**config.mk**
```make
export PLATFORM = sky130hd
export DESIGN_NAME = addressable_led_grb_serializer
export DESIGN_NICKNAME = d
export VERILOG_FILES = /design/src/sv/aled_pkg.sv /design/src/sv/aled_front.sv /design/src/sv/aled_resq.sv /design/src/sv/aled_engine.sv /design/src/sv/addressable_led_grb_serializer.sv
export SDC_FILE = /design/constraint.sdc
export NUM_CORES = 2
export LEC_CHECK = 0
export BUFFER_PORTS_ARGS = -buffer_cell sky130_fd_sc_hd__buf_4
export CAP_MARGIN = 25
export CORE_MARGIN = 2
export CORE_UTILIZATION = 57
export CTS_CLUSTER_SIZE = 14
export DETAILED_ROUTE_END_ITERATION = 12
export GPL_TIMING_DRIVEN = 0
export PLACE_DENSITY = 0.74
export SYNTH_ARGS = -nofsm -noshare
export SYNTH_HDL_FRONTEND = slang
export SYNTH_SLANG_ARGS = --single-unit
```
**constraint.sdc**
```tcl
create_clock -name clk -period 3.9 [get_ports clk]
set_input_delay 0.39 -clock clk [delete_from_list [all_inputs] [get_ports clk]]
set_output_delay 0.39 -clock clk [all_outputs]
set_load 0.03 [all_outputs]
```
**src/sv/aled_pkg.sv**
```systemverilog
`timescale 1ns / 1ps
package aled_pkg;

  localparam int NUM_LEDS = 64;
  localparam int LED_AW   = (NUM_LEDS > 1) ? $clog2(NUM_LEDS) : 1;

  localparam logic [7:0]        NUM_LEDS_W = 8'(NUM_LEDS);
  localparam logic [LED_AW-1:0] LAST_LED   = LED_AW'(NUM_LEDS - 1);
  localparam logic [4:0]        LED_BITS   = 5'd24;

  // command codes
  localparam logic [1:0] CMD_SET   = 2'd0;
  localparam logic [1:0] CMD_START = 2'd1;
  localparam logic [1:0] CMD_TICK  = 2'd2;

  // register indexes
  localparam logic [1:0] REG_PERIOD   = 2'd0;
  localparam logic [1:0] REG_ZERO_HI  = 2'd1;
  localparam logic [1:0] REG_ONE_HI   = 2'd2;
  localparam logic [1:0] REG_TRAILER  = 2'd3;

  localparam logic [9:0] PERIOD_RST  = 10'd312;
  localparam logic [9:0] ZERO_HI_RST = 10'd100;
  localparam logic [9:0] ONE_HI_RST  = 10'd212;
  localparam logic [7:0] TRAILER_RST = 8'd60;

  typedef struct packed {
    logic [1:0] cmd;
    logic [6:0] led_num;
    logic [7:0] red;
    logic [7:0] green;
    logic [7:0] blue;
  } item_t;

  typedef struct packed {
    logic pin_level;
    logic busy_res;
    logic frame_done;
    logic rejected;
  } result_t;

  // classified command, front to back
  typedef struct packed {
    logic [1:0]        kind;
    logic              idx_ok;
    logic [LED_AW-1:0] addr;
    logic [23:0]       grb;
  } cmd_t;

  typedef struct packed {
    logic [9:0] period_ticks;
    logic [9:0] zero_high_ticks;
    logic [9:0] one_high_ticks;
    logic [7:0] reset_periods;
  } cfg_t;

endpackage

```
**src/sv/aled_front.sv**
```systemverilog
`timescale 1ns / 1ps
module aled_front import aled_pkg::*; (
  input  logic  clk,
  input  logic  rst,
  input  logic  push,
  output logic  full,
  input  item_t item,
  input  logic  take,
  output logic  cmd_valid,
  output cmd_t  cmd
);

  cmd_t       slots [2];
  logic       wr_ptr;
  logic       rd_ptr;
  logic [1:0] count;
  cmd_t       decoded;
  logic       put;

  always_comb begin
    decoded.kind   = item.cmd;
    decoded.idx_ok = {1'b0, item.led_num} < NUM_LEDS_W;
    decoded.addr   = item.led_num[LED_AW-1:0];
    decoded.grb    = {item.green, item.red, item.blue};
  end

  assign full      = (count == 2'd2);
  assign put       = push && !full;
  assign cmd_valid = (count != 2'd0);
  assign cmd       = slots[rd_ptr];

  always_ff @(posedge clk) begin
    if (rst) begin
      wr_ptr <= 1'b0;
      rd_ptr <= 1'b0;
      count  <= 2'd0;
    end else begin
      if (put) wr_ptr <= ~wr_ptr;
      if (take) rd_ptr <= ~rd_ptr;
      count <= count + {1'b0, put} - {1'b0, take};
    end
  end

  always_ff @(posedge clk) begin
    if (put) slots[wr_ptr] <= decoded;
  end

endmodule

```
**src/sv/aled_resq.sv**
```systemverilog
`timescale 1ns / 1ps
module aled_resq import aled_pkg::*; (
  input  logic    clk,
  input  logic    rst,
  input  logic    put,
  input  result_t res_in,
  output logic    room,
  output logic    empty,
  input  logic    pop,
  output result_t result
);

  result_t    slots [2];
  logic       wr_ptr;
  logic       rd_ptr;
  logic [1:0] count;
  logic       get;

  assign room   = (count != 2'd2);
  assign empty  = (count == 2'd0);
  assign get    = pop && !empty;
  assign result = slots[rd_ptr];

  always_ff @(posedge clk) begin
    if (rst) begin
      wr_ptr <= 1'b0;
      rd_ptr <= 1'b0;
      count  <= 2'd0;
    end else begin
      if (put) wr_ptr <= ~wr_ptr;
      if (get) rd_ptr <= ~rd_ptr;
      count <= count + {1'b0, put} - {1'b0, get};
    end
  end

  always_ff @(posedge clk) begin
    if (put) slots[wr_ptr] <= res_in;
  end

endmodule

```
**src/sv/aled_engine.sv**
```systemverilog
`timescale 1ns / 1ps
module aled_engine import aled_pkg::*; (
  input  logic    clk,
  input  logic    rst,
  input  cfg_t    cfg,
  input  logic    cmd_valid,
  input  cmd_t    cmd,
  input  logic    res_room,
  output logic    take,
  output result_t res
);

  logic [23:0]         mem [NUM_LEDS];
  logic [23:0]         rdata;
  logic [NUM_LEDS-1:0] marks;

  logic              sending, sending_next;
  logic [LED_AW-1:0] led_pos, led_next;
  logic [4:0]        bit_pos, bit_next;
  logic [9:0]        tick_pos, tick_next;
  logic [7:0]        trailer, trailer_next;
  logic [23:0]       shift_word, sw, sw_next;
  logic              shift_mark;
  logic              pending, pending_next;
  logic              load;
  logic              period_end;
  logic              trailer_end;
  logic [9:0]        high;

  assign take = cmd_valid && res_room;

  // freshly loaded word comes straight from the read register
  assign sw          = pending ? rdata : shift_word;
  assign period_end  = ({1'b0, tick_pos} + 11'd1) >= {1'b0, cfg.period_ticks};
  assign trailer_end = ({1'b0, trailer} + 9'd1) >= {1'b0, cfg.reset_periods};
  assign high        = sw[23] ? cfg.one_high_ticks : cfg.zero_high_ticks;

  always_comb begin
    sending_next = sending;
    led_next     = led_pos;
    bit_next     = bit_pos;
    tick_next    = tick_pos;
    trailer_next = trailer;
    sw_next      = sw;
    load         = 1'b0;
    res          = '0;
    res.busy_res = sending;
    if (take) begin
      case (cmd.kind)
        CMD_SET: begin
          res.rejected = !cmd.idx_ok;
        end
        CMD_START: begin
          res.busy_res = 1'b1;
          if (sending) begin
            res.rejected = 1'b1;
          end else begin
            sending_next = 1'b1;
            led_next     = '0;
            bit_next     = 5'd0;
            tick_next    = 10'd0;
            trailer_next = 8'd0;
            load         = 1'b1;
          end
        end
        CMD_TICK: begin
          if (sending) begin
            res.busy_res = 1'b1;
            if (bit_pos < LED_BITS) begin
              res.pin_level = shift_mark && (tick_pos < high);
              if (period_end) begin
                sw_next = {sw[22:0], 1'b0};
                if (bit_pos == LED_BITS - 5'd1) begin
                  if (led_pos != LAST_LED) begin
                    led_next = LED_AW'(led_pos + 1'b1);
                    bit_next = 5'd0;
                    load     = 1'b1;
                  end else begin
                    bit_next     = LED_BITS;
                    trailer_next = 8'd0;
                    if (cfg.reset_periods == 8'd0) begin
                      res.frame_done = 1'b1;
                      sending_next   = 1'b0;
                    end
                  end
                end else begin
                  bit_next = bit_pos + 5'd1;
                end
              end
            end else if (period_end) begin
              if (trailer_end) begin
                res.frame_done = 1'b1;
                sending_next   = 1'b0;
              end else begin
                trailer_next = trailer + 8'd1;
              end
            end
            tick_next = period_end ? 10'd0 : tick_pos + 10'd1;
          end
        end
        default: begin
        end
      endcase
    end
    pending_next = take ? load : pending;
  end

  always_ff @(posedge clk) begin
    if (rst) begin
      sending <= 1'b0;
      led_pos <= '0;
      bit_pos <= 5'd0;
      tick_pos <= 10'd0;
      trailer <= 8'd0;
      pending <= 1'b0;
      shift_mark <= 1'b0;
      shift_word <= '0;
      marks   <= '0;
    end else begin
      sending  <= sending_next;
      led_pos  <= led_next;
      bit_pos  <= bit_next;
      tick_pos <= tick_next;
      trailer  <= trailer_next;
      pending  <= pending_next;
      if (take) shift_word <= sw_next;
      if (load) shift_mark <= marks[led_next];
      if (take && cmd.kind == CMD_SET && cmd.idx_ok) marks[cmd.addr] <= 1'b1;
    end
  end

  // colour store: one write port, one registered read at the next LED
  always_ff @(posedge clk) begin
    if (take && cmd.kind == CMD_SET && cmd.idx_ok) mem[cmd.addr] <= cmd.grb;
    rdata <= mem[led_next];
  end

endmodule

```
**src/sv/addressable_led_grb_serializer.sv**
```systemverilog
`timescale 1ns / 1ps
// Channel   Handshake                 Payload
// -------   -----------------------   ----------------------------------------
// command   push / full               item   (cmd, led_num, red, green, blue)
// result    empty / pop               result (pin_level, busy_res, frame_done,
//                                             rejected)
// config    cfg_valid / cfg_ready     cfg_index (2b), cfg_data (10b)
//
// One item per clock sustained while neither queue is full; an accepted item is
// registered in the front queue, and its result in the result queue, which
// drives the result ports. The engine retires one command per cycle while the
// result queue has room; the colour store read for the next LED is issued on
// the advancing tick and its registered data is used by the following item.
// Reset clears control state and written marks; no clearing pass.
// full rises when two commands wait in the front queue; the engine holds while
// two results wait to be popped.
module addressable_led_grb_serializer import aled_pkg::*; (
  input  logic       clk,
  input  logic       rst,
  input  logic       push,
  output logic       full,
  input  item_t      item,
  output logic       empty,
  input  logic       pop,
  output result_t    result,
  input  logic       cfg_valid,
  output logic       cfg_ready,
  input  logic [1:0] cfg_index,
  input  logic [9:0] cfg_data
);

  cfg_t    cfg;
  logic    cmd_valid;
  cmd_t    cmd;
  logic    take;
  logic    res_room;
  result_t res;

  // config writes are always accepted
  assign cfg_ready = 1'b1;

  always_ff @(posedge clk) begin
    if (rst) begin
      cfg.period_ticks    <= PERIOD_RST;
      cfg.zero_high_ticks <= ZERO_HI_RST;
      cfg.one_high_ticks  <= ONE_HI_RST;
      cfg.reset_periods   <= TRAILER_RST;
    end else if (cfg_valid) begin
      case (cfg_index)
        REG_PERIOD:  cfg.period_ticks    <= cfg_data;
        REG_ZERO_HI: cfg.zero_high_ticks <= cfg_data;
        REG_ONE_HI:  cfg.one_high_ticks  <= cfg_data;
        REG_TRAILER: cfg.reset_periods   <= cfg_data[7:0];
        default: begin
        end
      endcase
    end
  end

  // front: take and decode commands into a two-deep queue
  aled_front u_front (
    .clk       (clk),
    .rst       (rst),
    .push      (push),
    .full      (full),
    .item      (item),
    .take      (take),
    .cmd_valid (cmd_valid),
    .cmd       (cmd)
  );

  // back: colour store, bit timing and frame sequencing
  aled_engine u_engine (
    .clk       (clk),
    .rst       (rst),
    .cfg       (cfg),
    .cmd_valid (cmd_valid),
    .cmd       (cmd),
    .res_room  (res_room),
    .take      (take),
    .res       (res)
  );

  // result queue decouples the engine from the consumer
  aled_resq u_resq (
    .clk    (clk),
    .rst    (rst),
    .put    (take),
    .res_in (res),
    .room   (res_room),
    .empty  (empty),
    .pop    (pop),
    .result (result)
  );

endmodule
```
==> results.cfg <==
[clocking]
clock_sinks = 1802
cts_buffers = 179
cts_tree = built
cts.path.max_buffers = 3
clock_latency_ns = 0.84
clkTransAtPathRegs_ns = 0.06
cts-htree-levels = 4
cts_root_buf = clkbuf_16

[floorplan]
start_util_pct = 57.4
ios = 57
die_area_um2 = 129000
die_x_um = 360
fp-row-count = 130
core_area_um2 = 126000
dieHeight_um = 360

[layout]
fillers = 7863
area_growth_syn_to_layout_pct = 22.1
fin_nets = 6383
finalInstanceArea_um2 = 88100
drive_gt1_share_pct = 20.2
fin_util_pct = 70.1

[worst_setup_path]
start_kind = flip-flop
r2r-start = u_engine.tick_pos[1]
reg2reg_depth = 19
r2r_slack_ns = -0.96
cp_max_fo = 10
cp.arrival_ns = 5.59
endpoint_kind = flip-flop
r2r_end = u_engine.rdata[8]
cp-startpoint = u_engine.tick_pos[1]
path_class = flip-flop to flip-flop
crit_path_end = u_engine.rdata[8]
cp_data_required_time_ns = 4.63

[grt]
grt_pass1_vias = 49900
grt_overflow = 0
grt_max_degree = 65
grt_pass1_wl_mm = 333
grt_usage_pct = 35.6
antenna_found_initial = 16

[yosys]
synth_mux_area_share_pct = 1.61
synth_top_area_cell = edfxtp_1
yosys.area_share.adder_pct = 0.659
ys_async_sr_fraction_pct = 0
syn_nets = 5868
ys_types = 77
synthFlopType = edfxtp_1
synth_top_area_share_pct = 67.1
synth_top_family_by_area = simple AND/OR/NAND/NOR gates
synth-simple-area-share_pct = 16.7
synth_xor_area_share_pct = 0.377
synth_edf_count = 1610
synthCells = 5780
ys_ff_latch = 1802
ys_seq_area_share_pct = 72.4
synth-compound-area-share_pct = 5.80
syn-cell-area_um2 = 72100
synthTopCellsByArea = edfxtp_1 67%, nand2_1 8.8%, dfxtp_1 5.3%, nand3_1 4.3%, a31oi_1 1.3%
avgSynthCellArea_um2 = 12.5
yosys_warnings = 0

[detailed_routing]
vias = 53600
avgViaCountPerCell = 6.62
post-route-drc-count = 0
wl_per_cell_um = 30.4
dr.first_iter.drc_count = 9151
ant_nets = 0
wirelength_mm = 246
drt_first_pass_iters = 9

[sta]
max_freq_ghz = 0.206
clock-skew-final_ns = 0.0341
rsz0062_at_grt = yes
setup_viol = 272
slew_violations = 17
worstMarginPinSlew_ns = 1.58
fin_crit_ns = 4.86
finalHoldViolations = 0
setup_ws_ns = -0.965
finalCritPeriodShare_pct = 125
relSlewSlack_pct = -5.30

[power_and_ir_drop]
leakagePower_nw = 30.8
vdd_ir_drop_max_v = 0.000547
p_per_area_nw_per_um2 = 497

[place]
gp_congestion = 1.08
place_area_um2 = 76200
hpwl_mm = 151
io_buffers = 53

[status]
status = finished with violations
failed_checks = max-capacitance violations, max-slew violations, negative setup slack

[worst_hold_path]
hp-class = primary input to flip-flop

[job]
maxCapViolCount = 1
[area by class of cell]
cell class                 instances  area (µm²)  area share, %
sequential                      1802       52200           59.3
multi-input combinational       3590       21100           23.9
clock buffer                     246        4830           5.49
timing repair buffer             323        3980           4.52
buffer                           361        3030           3.44
tap                             1650        2060           2.34
clock inverter                    83         703          0.798
inverter                          38         143          0.162
antenna                            7        17.5         0.0199
[critical path, cell delays in order, from the launching register on]
cell and delay (ns):
dfxtp_4 0.37, ha_4 0.15, nand3_4 0.08, nor2_4 0.16, xnor2_1 0.13, ha_1 0.26
and2_4 0.15, a221o_1 0.33, a41o_1 0.28, a21oi_4 0.18, buf_4 0.14, o311a_4 0.28
buf_12 0.16, buf_6 0.21, buf_8 0.22, buf_6 0.21, a31oi_1 0.14, a32oi_2 0.22
nand4_1 0.64, and4_1 0.41
[placed cells by master, fill, tap and decap left out, drive strengths merged, types with 49 or more instances in the layout]
cell / instances
a311oi: 49
o21ai: 61
a31oi: 150
edfxtp: 1610
clkinv: 70
nand3: 616
buf: 504
nand4: 58
nand2: 1694
a21oi: 165
a32oi: 52
clkbuf: 379
dfxtp: 192
nor2: 256
and3: 110
[registers in the layout, summed over array words and instances (netlist names), 2 cells and up, named ones only]
name,count
u_engine.mem,1536
u_front.slots,66
u_engine.marks,64
cfg,38
u_engine.rdata,24
u_engine.shift_word,24
u_engine.tick_pos,10
u_engine.trailer,8
u_resq.slots,8
u_engine.led_pos,6
u_engine.bit_pos,5
u_front.count,2
u_resq.count,2
[cell usage after synthesis, types with 3 or more instances]
cell type,number
a2111oi_0,3
a211o_1,12
a21o_1,13
a21oi_1,164
a22o_1,7
a22oi_1,3
a311oi_1,49
a31oi_1,150
a32o_1,4
a32oi_1,52
and2_1,9
and3_1,110
and4_1,24
buf_1,40
buf_2,180
buf_4,7
buf_6,3
clkbuf_1,141
dfxtp_1,192
edfxtp_1,1610
ha_1,38
inv_1,36
mux2_2,31
mux2i_1,27
mux4_2,24
nand2_1,1694
nand2b_1,6
nand3_1,616
nand3b_1,9
nand4_1,58
nor2_1,234
nor2b_1,9
nor3_1,9
nor4_1,5
o211ai_1,47
o21a_1,6
o21ai_0,58
o21ai_1,3
o21ba_2,13
o22a_1,4
o22ai_1,4
or2_2,5
xnor2_1,19
xor2_1,12
[logic make-up after synthesis]
group | after synthesis
simple gates | 2799
flops | 1802
compound gates | 618
buf+inv | 409
mux | 82
fa+ha+maj | 38
xor+xnor | 31
other cells | 1
[layer usage]
layer	vias up	track usage (%)	wire length [µm]
met3	1048	10.3	37000
li1	22100	-	-
met5	-	0	79
met4	12	23.2	20700
met1	25800	45.8	82200
met2	4588	53.2	106000
[power by group]
group | leakage [nW] | switching, mW | total, mW | internal, mW
clock | 2.68 | 7.54 | 16.6 | 9.05
sequential | 16.1 | 0.142 | 22.8 | 22.7
combinational | 12.0 | 3.43 | 4.35 | 0.928
[per-stage QoR]
| stage | setup TNS (ns) | setup slack [ns] | power (mW) | hold slack, ns | cells |
|---|---|---|---|---|---|
| floorplan | 0 | 0.0103 | 24.9 | 0.431 | 5780 |
| global placement | -3325.73 | -3.46 | 26.6 | 0.438 | 7483 |
| detailed placement | -2114.41 | -3.54 | 27.1 | 0.449 | 7550 |
| CTS | -28.76 | -0.582 | 43.3 | 0.000833 | 7980 |
| global route | -47.25 | -0.960 | 44.5 | 0.0499 | 8094 |
| finish | -33.21 | -0.965 | 43.8 | 0.0229 | 8100 |
[what timing repair did]
action,4_1_cts,5_1_grt
buffers inserted,52,99
hold buffers,46,0
hold endpoints to repair,108,0
endpoints found under the setup margin,1686,1467
gates cloned,7,22
pin swaps,135,149
resized for setup,769,280
[how the worst min path moves through the flow]
| stage | startpoint | endpoint | slack (ns) | cells after the start |
|---|---|---|---|---|
| after detailed placement | cfg[13] | cfg[13] | 0.45 | 2 |
| final | cfg_valid | cfg[1] | 0.02 | 4 |
| after global placement | u_engine.shift_word[22] | u_engine.shift_word[22] | 0.44 | 2 |
| after floorplan | u_engine.shift_word[22] | u_engine.shift_word[22] | 0.43 | 2 |
| after CTS | cfg_valid | cfg[1] | 0.0008 | 4 |
| after global routing | cfg_valid | cfg[7] | 0.05 | 4 |
(Power assumes the default switching activity.)
